[config.mk]
export PLATFORM = sky130hd
export DESIGN_NAME = panel_reply_frame_parser
export DESIGN_NICKNAME = d
export VERILOG_FILES = /design/src/prf_pkg.sv /design/src/prf_cell.sv /design/src/prf_capture.sv /design/src/panel_reply_frame_parser.sv
export VERILOG_INCLUDE_DIRS = /design/src /design/src/src
export SDC_FILE = /design/constraint.sdc
export NUM_CORES = 1
export LEC_CHECK = 0
export ABC_AREA = 1
export BUFFER_PORTS_ARGS = -buffer_cell sky130_fd_sc_hd__buf_2
export CAP_MARGIN = 20
export CORE_ASPECT_RATIO = 0.9
export CORE_UTILIZATION = 40
export DETAILED_ROUTE_END_ITERATION = 7
export SLEW_MARGIN = 20
export SYNTH_ARGS = -nofsm -noshare
export SYNTH_HDL_FRONTEND = slang
export SYNTH_SLANG_ARGS = --single-unit
export TNS_END_PERCENT = 20
[constraint.sdc]
create_clock -name clk -period 6.4 [get_ports clk]
set_clock_uncertainty 0.2 [all_clocks]
set_input_delay 0 -clock clk [delete_from_list [all_inputs] [get_ports clk]]
set_output_delay 0 -clock clk [all_outputs]
set_load 0.01 [all_outputs]
[src/panel_reply_frame_parser_assert.svh]
// Assertion macros for the panel reply frame parser.
// Used at the end of the top level; relies on clk and rst_n in the including module.
`ifndef PANEL_REPLY_FRAME_PARSER_ASSERT_SVH
`define PANEL_REPLY_FRAME_PARSER_ASSERT_SVH
`ifndef ASSERT_OFF
`define PRF_ASSERT_IMPLIES(label, ante, cons) \
    label: assert property (@(posedge clk) disable iff (!rst_n) (ante) |-> (cons)) \
        else $error("implication check failed");
`define PRF_ASSERT_ALWAYS(label, cond) \
    label: assert property (@(posedge clk) disable iff (!rst_n) (cond)) \
        else $error("invariant check failed");
`else
`define PRF_ASSERT_IMPLIES(label, ante, cons)
`define PRF_ASSERT_ALWAYS(label, cond)
`endif
`endif

[src/prf_pkg.sv]
// Shared types, constants and the command length table of the reply frame parser.
// No dependencies.
`default_nettype none
package prf_pkg;

    localparam int STORE_DEPTH = 9;
    localparam int IDX_W = $clog2(STORE_DEPTH);
    localparam int POS_W = 4;
    localparam int LEN_W = 3;

    localparam logic [7:0] SYNC_REPLY = 8'h5A;
    localparam logic [7:0] SYNC_RAWIR = 8'h55;
    localparam logic [7:0] FLASH_MARK = 8'hFF;

    localparam logic [7:0] CODE_F2 = 8'hF2;
    localparam logic [7:0] CODE_F1 = 8'hF1;
    localparam logic [7:0] CODE_12 = 8'h12;
    localparam logic [7:0] CODE_00 = 8'h00;
    localparam logic [7:0] CODE_F3 = 8'hF3;
    localparam logic [7:0] CODE_0F = 8'h0F;
    localparam logic [7:0] CODE_11 = 8'h11;
    localparam logic [7:0] CODE_0B = 8'h0B;
    localparam logic [7:0] CODE_0E = 8'h0E;

    localparam logic [LEN_W-1:0] RAWIR_LEN = 3'd2;

    // One slot of the output row.
    typedef struct packed {
        logic             vld;
        logic [7:0]       data;
        logic [POS_W-1:0] pos;
        logic             last;
    } cell_t;

    // Frame hand-off from the capture side to the output row.
    typedef struct packed {
        logic        fire;
        logic        kind;
        logic [31:0] time_stamp;
    } load_t;

    function automatic logic [LEN_W-1:0] length_of_code(input logic [7:0] code);
        logic [LEN_W-1:0] len;
        case (code)
            CODE_F2, CODE_F1, CODE_12:          len = 3'd4;
            CODE_00, CODE_F3, CODE_0F, CODE_11: len = 3'd2;
            CODE_0B, CODE_0E:                   len = 3'd7;
            default:                            len = 3'd0;
        endcase
        return len;
    endfunction

endpackage
`default_nettype wire

[src/prf_cell.sv]
// One slot of the output shift row: parallel load from the capture side, or
// take the neighbor's contents when the head is consumed. Uses prf_pkg.
`default_nettype none
module prf_cell (
    input  wire                 clk,
    input  wire                 rst_n,
    input  wire                 load,
    input  wire                 shift,
    input  prf_pkg::cell_t      load_cell,
    input  prf_pkg::cell_t      from_next,
    output prf_pkg::cell_t      slot
);
    import prf_pkg::*;

    logic                 vld_reg;
    logic                 vld_next;
    logic [7:0]           data_reg;
    logic [POS_W-1:0]     pos_reg;
    logic                 last_reg;
    cell_t                pay_next;

    always_comb
    begin
        vld_next = vld_reg;
        pay_next = '{vld: vld_reg, data: data_reg, pos: pos_reg, last: last_reg};
        if (load)
        begin
            vld_next = load_cell.vld;
            pay_next = load_cell;
        end
        else if (shift)
        begin
            vld_next = from_next.vld;
            pay_next = from_next;
        end
    end

    always_ff @(posedge clk or negedge rst_n)
    begin
        if (!rst_n)
        begin
            vld_reg <= 1'b0;
        end
        else
        begin
            vld_reg <= vld_next;
        end
    end

    always_ff @(posedge clk)
    begin
        data_reg <= pay_next.data;
        pos_reg  <= pay_next.pos;
        last_reg <= pay_next.last;
    end

    assign slot = '{vld: vld_reg, data: data_reg, pos: pos_reg, last: last_reg};
endmodule
`default_nettype wire

[src/prf_capture.sv]
// Capture side of the reply frame parser: sync hunt, command length lookup,
// frame store, and the parallel load image for the output row. Uses prf_pkg.
`default_nettype none
module prf_capture (
    input  wire                  clk,
    input  wire                  rst_n,
    input  wire                  accept,
    input  wire  [7:0]           rx_byte,
    input  wire  [31:0]          arrival_time,
    output logic                 might_finish,
    output logic [prf_pkg::POS_W-1:0] position,
    output prf_pkg::load_t       ld,
    output prf_pkg::cell_t       ld_cells [prf_pkg::STORE_DEPTH]
);
    import prf_pkg::*;

    logic [POS_W-1:0] pos_reg;
    logic [POS_W-1:0] pos_next;
    logic [LEN_W-1:0] plen_reg;
    logic [LEN_W-1:0] plen_next;
    logic [31:0]      start_reg;
    logic [31:0]      start_next;
    logic [7:0]       store_reg [STORE_DEPTH];

    logic [LEN_W-1:0] code_len;
    logic [POS_W-1:0] end_pos;
    logic             body_end;
    logic             is_sync;
    logic             done;
    logic             marker;
    logic [POS_W-1:0] count;

    assign code_len = (store_reg[0] == SYNC_RAWIR) ? RAWIR_LEN : length_of_code(rx_byte);
    assign end_pos  = POS_W'(plen_reg) + POS_W'(1);
    assign body_end = (pos_reg >= end_pos) || (pos_reg >= POS_W'(STORE_DEPTH - 1));
    assign is_sync  = (rx_byte == SYNC_REPLY) || (rx_byte == SYNC_RAWIR);

    // Whether some byte could complete a result in the current state.
    always_comb
    begin
        if (pos_reg == '0)
            might_finish = 1'b1;
        else if (pos_reg == POS_W'(1))
            might_finish = (store_reg[0] != SYNC_RAWIR);
        else
            might_finish = body_end;
    end

    always_comb
    begin
        pos_next   = pos_reg;
        plen_next  = plen_reg;
        start_next = start_reg;
        done       = 1'b0;
        marker     = 1'b0;
        count      = POS_W'(2) + POS_W'(plen_reg);
        if (pos_reg == '0)
        begin
            if (is_sync)
            begin
                pos_next   = POS_W'(1);
                start_next = arrival_time;
            end
            else if (rx_byte == FLASH_MARK)
            begin
                done   = 1'b1;
                marker = 1'b1;
                count  = POS_W'(1);
            end
        end
        else if (pos_reg == POS_W'(1))
        begin
            plen_next = code_len;
            count     = POS_W'(2);
            if (code_len == '0)
            begin
                done     = 1'b1;
                pos_next = '0;
            end
            else
            begin
                pos_next = POS_W'(2);
            end
        end
        else
        begin
            if (body_end)
            begin
                done     = 1'b1;
                pos_next = '0;
            end
            else
            begin
                pos_next = pos_reg + POS_W'(1);
            end
        end
    end

    always_ff @(posedge clk or negedge rst_n)
    begin
        if (!rst_n)
        begin
            pos_reg   <= '0;
            plen_reg  <= '0;
            start_reg <= '0;
        end
        else if (accept)
        begin
            pos_reg   <= pos_next;
            plen_reg  <= plen_next;
            start_reg <= start_next;
        end
    end

    always_ff @(posedge clk)
    begin
        if (accept && (pos_reg < POS_W'(STORE_DEPTH)))
            store_reg[pos_reg[IDX_W-1:0]] <= rx_byte;
    end

    // The completing byte is not in the store yet; it goes straight to its slot.
    always_comb
    begin
        for (int k = 0; k < STORE_DEPTH; k++)
        begin
            ld_cells[k].vld  = (POS_W'(k) < count);
            ld_cells[k].data = (pos_reg == POS_W'(k)) ? rx_byte : store_reg[k];
            ld_cells[k].pos  = POS_W'(k);
            ld_cells[k].last = (POS_W'(k + 1) == count);
        end
    end

    assign ld.fire       = accept && done;
    assign ld.kind       = marker;
    assign ld.time_stamp = marker ? arrival_time : start_reg;
    assign position      = pos_reg;
endmodule
`default_nettype wire

[src/panel_reply_frame_parser.sv]
// Top level of the panel reply frame parser: capture side plus a row of
// output cells. Uses prf_pkg, prf_capture, prf_cell and the assertion header.
`default_nettype none
// The parser takes one received byte per transaction, each with a time stamp,
// and cuts the stream into front-panel reply frames. While idle it drops
// all bytes except 0xFF and the sync bytes 0x5A (reply frame) and 0x55
// (raw IR frame); a sync byte opens a frame and its time stamp becomes the
// frame time. A 0xFF while idle yields a single flash-mode marker
// transaction (kind 1, last 1). A raw IR frame carries two payload bytes
// after the command byte; a reply frame carries 4, 2, 7 or 0 payload bytes
// depending on the command code. Once a frame is complete, its 2 to 9
// bytes leave in order, one output transaction per byte, sync byte first,
// with position, frame time and a last flag on the final byte. There is no
// timeout. A complete frame is loaded in parallel into a row of nine output
// cells that shift toward the output port, so the next frame is gathered
// while the previous one drains. The input accepts one byte per cycle; it
// holds off only when an incoming byte could complete a frame (or be a
// flash marker) while the output row still holds bytes other than a last
// one that is leaving in that same cycle.
module panel_reply_frame_parser (
    input  wire         clk,
    input  wire         rst_n,
    input  wire         in_valid,
    output logic        in_ready,
    input  wire  [7:0]  rx_byte,
    input  wire  [31:0] arrival_time,
    output logic        out_valid,
    input  wire         out_ready,
    output logic        kind,
    output logic [7:0]  frame_byte,
    output logic [3:0]  byte_position,
    output logic [31:0] frame_time,
    output logic        last
);
    import prf_pkg::*;

    logic             accept;
    logic             might_finish;
    logic [POS_W-1:0] cap_pos;
    load_t            ld;
    cell_t            ld_cells [STORE_DEPTH];
    cell_t            cells    [STORE_DEPTH];
    logic             head_take;
    logic             row_free;
    logic             kind_reg;
    logic             kind_next;
    logic [31:0]      time_reg;
    logic [31:0]      time_next;

    // The row can take a new frame when it is empty or its final byte leaves now.
    assign head_take = cells[0].vld && out_ready;
    assign row_free  = !cells[0].vld || (cells[0].last && out_ready);
    assign in_ready  = row_free || !might_finish;
    assign accept    = in_valid && in_ready;

    prf_capture u_capture (
        .clk          (clk),
        .rst_n        (rst_n),
        .accept       (accept),
        .rx_byte      (rx_byte),
        .arrival_time (arrival_time),
        .might_finish (might_finish),
        .position     (cap_pos),
        .ld           (ld),
        .ld_cells     (ld_cells)
    );

    // Output row: cell zero is the head; each cell takes its upper neighbor's
    // contents when the head transaction completes.
    for (genvar k = 0; k < STORE_DEPTH; k++)
    begin : g_cell
        cell_t upper;
        if (k == STORE_DEPTH - 1)
        begin : g_end
            assign upper = '0;
        end
        else
        begin : g_mid
            assign upper = cells[k + 1];
        end
        prf_cell u_cell (
            .clk       (clk),
            .rst_n     (rst_n),
            .load      (ld.fire),
            .shift     (head_take),
            .load_cell (ld_cells[k]),
            .from_next (upper),
            .slot      (cells[k])
        );
    end

    assign kind_next = ld.fire ? ld.kind : kind_reg;
    assign time_next = ld.fire ? ld.time_stamp : time_reg;

    // Frame attributes shared by every byte of the frame in the row.
    always_ff @(posedge clk)
    begin
        kind_reg <= kind_next;
        time_reg <= time_next;
    end

    assign out_valid     = cells[0].vld;
    assign kind          = kind_reg;
    assign frame_byte    = cells[0].data;
    assign byte_position = cells[0].pos;
    assign frame_time    = time_reg;
    assign last          = cells[0].last;

    `include "panel_reply_frame_parser_assert.svh"

    // A valid second cell has a valid head in front of it, and a frame's last
    // byte at the head is never followed by more bytes of the same run.
    `PRF_ASSERT_IMPLIES(a_row_contiguous, cells[1].vld, cells[0].vld && !cells[0].last)
    // A frame is only loaded when the row is free to take it.
    `PRF_ASSERT_IMPLIES(a_load_when_free, ld.fire, row_free)
    // The capture position never runs past the last store slot.
    `PRF_ASSERT_ALWAYS(a_pos_range, cap_pos <= POS_W'(STORE_DEPTH - 1))
    // A flash marker is a single transaction at position zero.
    `PRF_ASSERT_IMPLIES(a_marker_single, out_valid && kind, last && (byte_position == '0))
endmodule
`default_nettype wire
==> metrics.txt, run 1 <==
status completed; Detail Route Antenna Nets 0; number of global-route vias before repair 7858; CTS H-tree lvls 1; internal power 3.99 mW; minimum clock period 4.35 ns; largest net degree at the start of global routing 88; CP Capture Type flop; Setup violations, final 0; Die W 181 um; Resized cells post-CTS 0; Core Region 0.0282 mm^2; Peak VDD IR 0.258 mV; DRC 0; Final TNS setup 0 ns; Initial DRT Pass Iterations 5; Synth-to-Final Area Change 17.2%; PortBufs 91; crit path to g_cell[7].u_cell.data_reg[6]; CP peak stage delay 0.87 ns; Yosys Warn Count 0; FF-to-FF Start u_capture.position[0]; Tightest Pin Transition 0.938 ns; die height 163 um; FF-to-FF setup slack 2.05 ns; fin nets 1324; starting density of the core 41.0%; Comb pwr share 29.3%; Max Clk Rate 230 MHz; crit path max fanout 57; Setup crit start u_capture.position[0]; Post-Syn Area 0.0115 mm^2; Synth cell types 33; Critical Path RT 6.48 ns; Vias 8265; Clock Tree Root clkbuf_16; Place WS 2.03 ns; Final WS setup 2.05 ns; gpl congestion 0.849; Critical-path top delay cell clkinv_2; family with the most delay on the worst path buffers and inverters; multi-input logic area 0.00354 mm^2; Routed WL per cell 15.9 um; clock latency on the worst-skew pair 0.53 ns; CTS Sinks 262; initial antenna violation count 0; Pwr Density 452 mW/mm^2; Power Total 6.11 mW; drt total wl 26.2 mm; CTS clk-pin slew, worst paths 0.06 ns; fillcell total 2594; Sw Share 34.8%; Slew HR 37.5%; CP Buf/Inv Count 4; Tcrit/Tclk final 68.0%; share of cells above drive strength 1 14.4%; syn_area_per_cell 9.97 um^2; Flop pwr share 45.1%; row count 58; DR iter-0 viols 692; CTS tree yes; Die Area 0.0295 mm^2; placed cell area 0.0122 mm^2; Reg area 0.00735 mm^2; Leakage Power 5.66 nW; CTS buffer count 29; Clk network pwr share 25.6%; sw power 2.13 mW; max cap viols 0; io pins 92; DR vias/cell 5.01; post-route cell area 0.0135 mm^2; Slew Viols, Final 0; critical path depth 12; first-pass GRT wire length 42.1 mm; clock buffer depth 3; HP Start arrival_time[3]; antenna fix cells 0; R2R depth 12; dpl hpwl 16.2 mm; GRT Total Usage 18.0%; CP startpoint kind flop; R2R Path End g_cell[7].u_cell.data_reg[6]; Final Hold Vio Count 0; WP data arrival 4.43 ns; WHS Path Cells 4; FF+latch count, synth 262; Crit Path Class reg -> reg; setup repair after global routing missed its margin no; sequential area share after synthesis 63.7%; most used cell along the critical path nand2_1; total nets after synthesis 1211; crit-path cells inv_1, ha_1, nand2_1, inv_1, nor2_1, nand2_1, nand2_2, nand2_4, clkinv_2, buf_4, nand2_1, nand2_1; Overflow after GRT 0; Synth Instances 1156; Min-Delay Path Class in -> reg
## area by class of cell
type	instances	area share, %
Clock buffer	37	5.74
Clock inverter	14	0.861
Inverter	85	2.37
Multi-Input combinational cell	746	26.2
Sequential cell	262	54.4
Tap cell	360	3.33
Timing Repair Buffer	145	7.18
## worst register-to-register path: cells and delay by family (launching register included)
| kind | cells | cell delay (ns) |
|---|---|---|
| adders and majority gates | 1 | 0.26 |
| DFF | 1 | 0.41 |
| and+or+nand+nor | 7 | 1.25 |
| buffers and inverters | 4 | 1.98 |
## power by group through the flow
stage / sequential (mW) / combinational, mW / clock (mW)
6_report: 2.75 / 1.79 / 1.57
5_1_grt: 2.81 / 2.03 / 1.66
4_1_cts: 2.76 / 1.81 / 1.60
3_5_place_dp: 2.79 / 1.79 / 0
3_3_place_gp: 2.78 / 1.77 / 0
2_1_floorplan: 2.80 / 1.23 / 0
## timing repair
| action | CTS | global route |
|---|---|---|
| hold buffers | 44 | 0 |
| setup buffers | 0 | 0 |
| endpoints found under the hold margin | 223 | 0 |
## worst min path at each step
stage                                    end  slack, ns
floorplan           g_cell[0].u_cell.vld_reg      -0.50
global placement     u_capture.start_reg[11]      -0.04
detailed placement   u_capture.start_reg[11]      -0.04
CTS                  u_capture.start_reg[11]       0.04
global route         u_capture.start_reg[12]       0.08
finish                u_capture.start_reg[3]       0.07
## synth_stat cells (all sizes together)
cell,instances,area [um^2]
o21a,1,7.51
o21ai,187,1040
o22ai,1,6.26
nand3,114,571
dfrtp,48,1200
clkbuf,30,113
nand4,7,43.8
clkinv,1,3.75
o21bai,1,7.51
ha,11,138
nor4,1,6.26
a21boi,1,18.8
xnor2,2,17.5
inv,84,315
a21oi,17,88.8
nor2,73,294
dfxtp,28,561
edfxtp,186,5590
nand2,322,1240
buf,33,223
o211ai,6,45.0
nor3,2,10.0
## per-layer routing
metal / share of wire (%) / routed length, um / track usage (%)
met3: 5.3 / 1390 / 2.99
met2: 46 / 12000 / 29.3
met1: 47 / 12300 / 25.2
met5: 0 / 0 / 0
met4: 1.9 / 504 / 4.70
## cell usage in the layout, fill, tap and decap left out, types with 7 or more instances in the layout
cell,instances
dlygate4sd3_1,44
buf_4,10
buf_2,91
dfrtp_1,48
nand3_1,114
nand2_1,315
ha_1,11
nand4_1,7
clkinv_1,8
nor2_1,69
o21ai_2,27
o21ai_1,7
edfxtp_1,186
dfxtp_1,28
o21ai_0,153
clkbuf_16,29
inv_1,77
a21oi_1,16
## stage by stage
stage | hold WS [ns] | std cells | utilization (%)
2_1_floorplan | -0.496 | 1156 | -
3_5_place_dp | -0.0355 | 1554 | 43.3
5_1_grt | 0.0773 | 1649 | 48.0
4_1_cts | 0.0408 | 1649 | 48.0
6_report | 0.0659 | 1649 | 48.0
3_3_place_gp | -0.0415 | 1554 | 43.3
## logic make-up (layout without fill, tap and decap cells)
| family | after synthesis | in the layout | share of synthesized area [%] |
|---|---|---|---|
| flip-flops | 262 | 262 | 63.7 |
| AND/OR/NAND/NOR | 519 | 519 | 18.8 |
| buffers and inverters | 148 | 281 | 5.67 |
| adder cells (fa/ha/maj) | 11 | 11 | 1.19 |
| XOR/XNOR | 2 | 2 | 0.152 |
| AO/OA/AOI/OAI | 214 | 214 | 10.5 |
(Power assumes the default switching activity.)
==> inputs of run 2 (changes only) <==
- clock period: 6.4 -> 3.81 ns (I/O delays scaled with it)
==> run 2 against run 1 <==
Net effect: via count is 2.8% higher; cell count is 0.91% higher; largest cell class unchanged; design area is 1.7% higher.
==> metrics.txt, run 2 (synthesis results as in run 1) <==
drt total wl 27.3 mm (+4.1%); starting density of the core 41.0% (unchanged); hold_buf cts 44 (unchanged); DP Cell Count 1568 (+0.90%); clock buffer depth 3 (unchanged); minimum clock period 3.36 ns (-0.995 ns); Die Area 0.0295 mm^2 (unchanged); Reg area 0.00735 mm^2 (unchanged); Power Total 10.6 mW (+74%); Clock Tree Root clkbuf_16; Slew Viols, Final 0 (unchanged); io pins 92 (unchanged); Leakage Power 5.78 nW (+2.1%); row count 58 (unchanged); CTS Sinks 262 (unchanged); Setup crit start u_capture.plen_reg[1]; Setup violations, final 0 (unchanged); clock latency on the worst-skew pair 0.54 ns (about the same); Critical Path RT 3.78 ns (-2.70 ns); Peak VDD IR 0.411 mV (+59%); multi-input logic area 0.00354 mm^2 (unchanged); Routed WL per cell 16.4 um (+3.2%); CTS H-tree lvls 1 (unchanged); Initial DRT Pass Iterations 5 (unchanged); Met3 Wirelength 1.88 mm (+35%); WP data arrival 3.33 ns (-1.10 ns); max cap viols 0 (unchanged); number of global-route vias before repair 8186 (+4.2%); FF-to-FF setup slack 0.45 ns (-1.60 ns); setup repair after global routing missed its margin no; Crit Path Class reg -> reg; Synth-to-Final Area Change 19.2%; most common cell after layout, fill and taps aside nand2_1; Final TNS setup 0 ns (unchanged); fin nets 1339 (+1.1%); status completed; Vias 8494 (+2.8%); M1 WL 12.6 mm (+1.8%); Detail Route Antenna Nets 0 (unchanged); Slew HR 30.5% (-7.0 points); FF-to-FF Start u_capture.plen_reg[1]; Critical-path top delay cell nor2_1; family with the most delay on the worst path simple AND/OR/NAND/NOR gates; Overflow after GRT 0 (unchanged); PortBufs 91 (unchanged); CP Buf/Inv Count 2 (-2); Resized cells post-CTS 0 (unchanged); post-route insts no fill 1664 (+0.91%); fillcell total 2581 (-0.50%); initial antenna violation count 0 (unchanged); DR vias/cell 5.10 (+1.8%); share of cells above drive strength 1 15.4% (+0.98 points); largest net degree at the start of global routing 66 (-25%); Tcrit/Tclk final 88.1% (+20 points); Final Hold Vio Count 0 (unchanged); R2R Path End u_capture.store_reg[1][5]; most frequent cells in the layout nand2_1, edfxtp_1, o21ai_0, nand3_1, buf_2; CP Capture Type flop; Pwr Density 775 mW/mm^2 (+71%); DRC 0 (unchanged); CP startpoint kind flop; Core Region 0.0282 mm^2 (unchanged); Tightest Pin Transition 1.04 ns (+0.105 ns); WL met2 12.3 mm (+3.0%); GRT Total Usage 18.6% (+0.58 points); WHS Path Cells 4 (unchanged); hold endpoint u_capture.start_reg[8]; CTS clk-pin slew, worst paths 0.06 ns (about the same); CTS tree yes; Min-Delay Path Class in -> reg; R2R depth 12 (unchanged); antenna fix cells 0 (unchanged); gpl congestion 0.853 (+0.41%); HP Start arrival_time[8]; DR iter-0 viols 732 (+5.8%); Die W 181 um (unchanged); die height 163 um (unchanged); top sig layer met4; dpl hpwl 16.8 mm (+4.0%); CP peak stage delay 0.56 ns (-0.31 ns); first-pass GRT wire length 43.4 mm (+3.1%); Max Clk Rate 298 MHz (+30%); crit-path cells ha_1, inv_1, ha_1, inv_1, o21bai_1, nand3_1, nand4_1, nor2_4, nand2_2, a21boi_4, nand2_1, nor2_1; Fin Hold WS 0.0583 ns (-0.00765 ns); CTS buffer count 30 (+3.4%); total setup buffers inserted after CTS 0 (unchanged); crit path max fanout 10 (-82%)
## run 2: cell types whose count changed in the layout (fill, tap and decap cells not counted)
cell / delta
clkinvlp_4: -2
clkinv_1: -2
clkbuf_16: +2
clkbuf_8: -1
buf_4: +9
bufinv_16: +1
clkbuf_1: +2
inv_6: +1
buf_12: +5
## run 2: worst register-to-register path, cell delays in order (launching register included)
cell      delay, ns
dfrtp_1        0.44
ha_1           0.30
inv_1          0.04
ha_1           0.28
inv_1          0.06
o21bai_1       0.06
nand3_1        0.07
nand4_1        0.13
nor2_4         0.17
nand2_2        0.09
a21boi_4       0.32
nand2_1        0.26
nor2_1         0.56
## run 2: through the flow
stage | cell area (um^2) | util, % | setup slack, ns
6_report | 13700 | 48.8 | 0.454
5_1_grt | 13700 | 48.8 | 0.275
4_1_cts | 13700 | 48.8 | 0.483
3_5_place_dp | 12400 | 43.9 | 0.486
3_3_place_gp | 12400 | 43.9 | 0.559
2_1_floorplan | 11500 | - | 0.135
## run 2: worst max path at each step
stage / to / slack, ns / cells after the start
2_1_floorplan: g_cell[0].u_cell.data_reg[0] / 0.14 / 13
5_1_grt: u_capture.store_reg[1][5] / 0.27 / 12
4_1_cts: u_capture.store_reg[1][5] / 0.48 / 12
3_3_place_gp: u_capture.store_reg[1][4] / 0.56 / 12
3_5_place_dp: u_capture.store_reg[1][5] / 0.49 / 12
6_report: u_capture.store_reg[1][5] / 0.45 / 12
## run 2: final cells by class
type	instances	share of cell area [%]
clock buffers	40	5.96
clock inverters	12	0.965
inverters	85	2.33
multi-input cells	746	25.7
flip-flops and latches	262	53.4
well taps	360	3.28
repair buffers	159	8.28
## run 2: power by group
part	internal, mW	switching [mW]
sequential	4.29	0.324
combinational	0.984	2.25
clock	1.69	1.10
## run 2: routing by layer
| metal | track usage [%] | vias up |
|---|---|---|
| li1 | - | 4180 |
| met1 | 26.5 | 3998 |
| met2 | 29.2 | 274 |
| met3 | 3.32 | 42 |
| met4 | 5.39 | 0 |
| met5 | 0 | - |
==> inputs of run 3 (changes only) <==
- HOLD_SLACK_MARGIN: unset -> 0.08
- SYNTH_HIERARCHICAL: unset -> 1
==> run 3 against run 2 <==
Net effect: design area increased by 8.9%; sequential power increased by 9.1%; flip-flop and latch count increased by 8; utilization decreased by 0.99 points; hold slack improved by 0.052 ns; fmax decreased by 3.7%; combinational power increased by 14%; worst setup slack got worse by 0.13 ns; global-route usage decreased by 0.44 points; first-iteration DRC count decreased by 3.7%; clock-buffer cell count increased by 9; critical endpoint is now u_capture/position[3]; largest cell class unchanged.
==> metrics.txt, run 3 <==
setup repair after global routing missed its margin no; CTS Sinks 270 (+3.1%); Final TNS setup 0 ns (unchanged); HP Start arrival_time[15]; most used cell along the critical path inv_1; WHS Path Cells 4 (unchanged); CP startpoint kind flop; Overflow after GRT 0 (unchanged); Tcrit/Tclk final 91.4% (+3.4 points); Met3 Wirelength 1.79 mm (-5.0%); Synth-to-Final Area Change 16.2%; syn_area_per_cell 9.88 um^2 (-0.94%); Flop pwr share 44.5% (+1.1 points); Tightest Pin Transition 0.686 ns (-0.357 ns); sw power 3.97 mW (+8.1%); Max Clk Rate 287 MHz (-3.7%); dpl hpwl 18.6 mm (+10%); Pwr Density 757 mW/mm^2 (-2.3%); DR iter-0 viols 705 (-3.7%); Min-Delay Path Class in -> reg; fillcell total 2880 (+12%); minimum clock period 3.48 ns (+0.128 ns); max cap viols 0 (unchanged); most common cell after layout, fill and taps aside nand2_1; CP peak stage delay 0.56 ns (about the same); FF-to-FF Start u_capture/plen_reg[1]; Final Hold Vio Count 0 (unchanged); PortBufs 91 (unchanged); starting density of the core 41.2% (+0.22 points); clock latency on the worst-skew pair 0.53 ns (about the same); Peak VDD IR 0.388 mV (-5.6%); Synth area leader edfxtp_1; Die Area 0.0329 mm^2 (+12%); Synth cell types 38 (+15%); Crit Path Class reg -> reg; Setup violations, final 0 (unchanged); DR vias/cell 4.69 (-8.1%); largest net degree at the start of global routing 65 (-1.5%); M1 WL 13.7 mm (+8.8%); drt total wl 29.2 mm (+7.1%); Synth area leaders edfxtp_1, nand2_1, dfrtp_1; Slew Viols, Final 0 (unchanged); Detail Route Antenna Nets 0 (unchanged); clock buffer depth 3 (unchanged); CTS buffer count 28 (-6.7%); Initial DRT Pass Iterations 5 (unchanged); sequential area share after synthesis 61.1% (-2.7 points); Sw Share 35.1% (+0.56 points); status completed; Slew HR 54.3% (+24 points); Leakage Power 6.59 nW (+14%); R2R depth 18 (+6); most frequent cells in the layout nand2_1, edfxtp_1, buf_2, o21ai_0, dlygate4sd3_1; CTS clk-pin slew, worst paths 0.06 ns (about the same); Adder-Cell Fraction of Synth Area 0.971% (-0.22 points); WP data arrival 3.74 ns (+0.41 ns); fin nets 1518 (+13%); Most used DFF post-synth edfxtp_1; Clk network pwr share 23.0% (-3.3 points); Die W 191 um (+5.6%); initial antenna violation count 0 (unchanged); FF+latch count, synth 270 (+3.1%); Post-synth ARST share 17.8% (-0.54 points); Clock Tree Root clkbuf_16; Power Total 11.3 mW (+6.4%); top sig layer met4; Critical-path top delay cell dlygate4sd3_1; multiplexer share of the synthesized area 0% (unchanged); share of cells above drive strength 1 16.4% (+1.0 points); Routed WL per cell 15.4 um (-5.9%); xor/xnor cell area share of the yosys netlist 0.136% (-0.016 points); Vias 8887 (+4.6%); post-synthesis compound-gate area fraction 5.88% (-4.6 points); Core Region 0.0313 mm^2 (+11%); CP Capture Type flop; gpl congestion 0.865 (+1.5%); first-pass GRT wire length 46.4 mm (+6.9%); Yosys Warn Count 6 (+6); antenna fix cells 0 (unchanged); CTS H-tree lvls 1 (unchanged); most frequent cell after synthesis nand2_1; crit path max fanout 8 (-2); Post-Syn Area 0.0129 mm^2 (+12%); row count 61 (+5.2%); share of the synthesized area in the top cell type 51.7% (+3.3 points); Critical Path RT 4.07 ns (+0.29 ns); io pins 92 (unchanged); FF-to-FF setup slack 0.33 ns (-0.13 ns); R2R Path End u_capture/position[3]; hold endpoint u_capture/start_reg[15]; largest family of logic cells by synthesized area simple AND/OR/NAND/NOR gates; die height 172 um (+5.6%); Comb pwr share 32.4% (+2.0 points); most frequent cells after synthesis nand2_1, edfxtp_1, o21ai_0, inv_1, o21ai_1; number of global-route vias before repair 8721 (+6.5%); GRT Total Usage 18.2% (-0.44 points); crit-path cells ha_1, inv_1, ha_1, inv_1, o21bai_1, nand3_1, nand4_1, nor2_4, o21ai_1, nand2_1, inv_1, a21oi_4, clkinv_2, buf_4, nor4_1, nand3_1, o21ai_0, dlygate4sd3_1; DRC 0 (unchanged); CTS tree yes; WL met2 13.3 mm (+7.9%); internal power 7.35 mW (+5.4%); Synth Instances 1304 (+13%); Synth Area in Simple Gates 21.4% (+2.7 points); EDFF count, synth 222 (+19%)
==> run 3: changes by cell type after synthesis, moves of 28 or more <==
cell | before | now
buf_4 | 10 | 55
dfxtp_1 | 28 | 0
edfxtp_1 | 186 | 222
nand2_1 | 316 | 518
nand2_2 | 3 | 48
nand3_1 | 114 | 28
o21ai_0 | 153 | 79
o21ai_1 | 7 | 63
==> run 3: layout make-up <==
class                      count  area (um^2)  share of cell area (%)
sequential                   270         7870                    52.6
multi-input combinational    877         3880                    25.9
timing repair buffer         190         1420                    9.45
clock buffer                  49          871                    5.82
tap                          409          512                    3.42
inverter                      97          413                    2.76
clock inverter                 3         13.8                  0.0920
==> run 3: repair_timing <==
| item | CTS | global route |
|---|---|---|
| resized for setup | 0 | 3 |
| hold buffers | 75 | 0 |
| hold endpoints to repair | 233 | 0 |
| setup endpoints to repair | 0 | 44 |
| buffers inserted | 0 | 0 |
==> run 3: worst max-delay path, delay by kind of cell (launching register included) <==
| kind | cells | cell delay, ns |
|---|---|---|
| AOI/OAI and AO/OA | 4 | 0.41 |
| adders and majority gates | 2 | 0.57 |
| buffers and inverters | 6 | 1.03 |
| DFF | 1 | 0.43 |
| and+or+nand+nor | 6 | 0.79 |
==> run 3: worst max-delay path by stage <==
stage	startpoint	end	slack [ns]	cells after the start
6_report	u_capture/plen_reg[1]	u_capture/position[3]	0.33	18
5_1_grt	u_capture/plen_reg[1]	u_capture/position[3]	0.09	18
2_1_floorplan	u_capture/plen_reg[1]	g_cell[0].u_cell/data_reg[0]	0.004	17
3_5_place_dp	u_capture/plen_reg[1]	u_capture/start_reg[9]	0.29	19
4_1_cts	u_capture/plen_reg[1]	u_capture/position[3]	0.26	18
3_3_place_gp	u_capture/plen_reg[1]	u_capture/start_reg[5]	0.40	19
==> run 3: per-stage QoR <==
step | worst slack (ns) | hold WS (ns) | utilization [%] | cell area [um^2] | std cells
6_report | 0.326 | 0.110 | 47.8 | 15000 | 1895
5_1_grt | 0.0862 | 0.111 | 47.8 | 15000 | 1895
4_1_cts | 0.265 | 0.0808 | 47.8 | 15000 | 1895
3_5_place_dp | 0.287 | -0.0160 | 42.6 | 13300 | 1768
3_3_place_gp | 0.396 | -0.0207 | 42.6 | 13300 | 1768
2_1_floorplan | 0.00353 | -0.496 | - | 13100 | 1351
==> run 3: per-layer routing <==
layer	up-vias	track usage (%)
met5	-	0
met4	0	3.62
met3	34	2.90
met2	249	29.1
met1	4137	26.1
li1	4467	-
==> run 3: power by group through the flow <==
stage / clock network [mW] / registers [mW] / logic, mW
2_1_floorplan: 0 / 5.07 / 2.94
3_3_place_gp: 0 / 5.10 / 3.55
3_5_place_dp: 0 / 5.08 / 3.60
4_1_cts: 2.66 / 5.05 / 3.66
5_1_grt: 2.77 / 5.15 / 4.16
6_report: 2.61 / 5.04 / 3.68
==> run 3: cell families after synthesis <==
family,count (synthesis)
AOI/OAI and AO/OA,149
xor gates and xnor gates,2
adders and majority gates,10
buffers and inverters,204
DFF,270
other,3
and+or+nand+nor,666
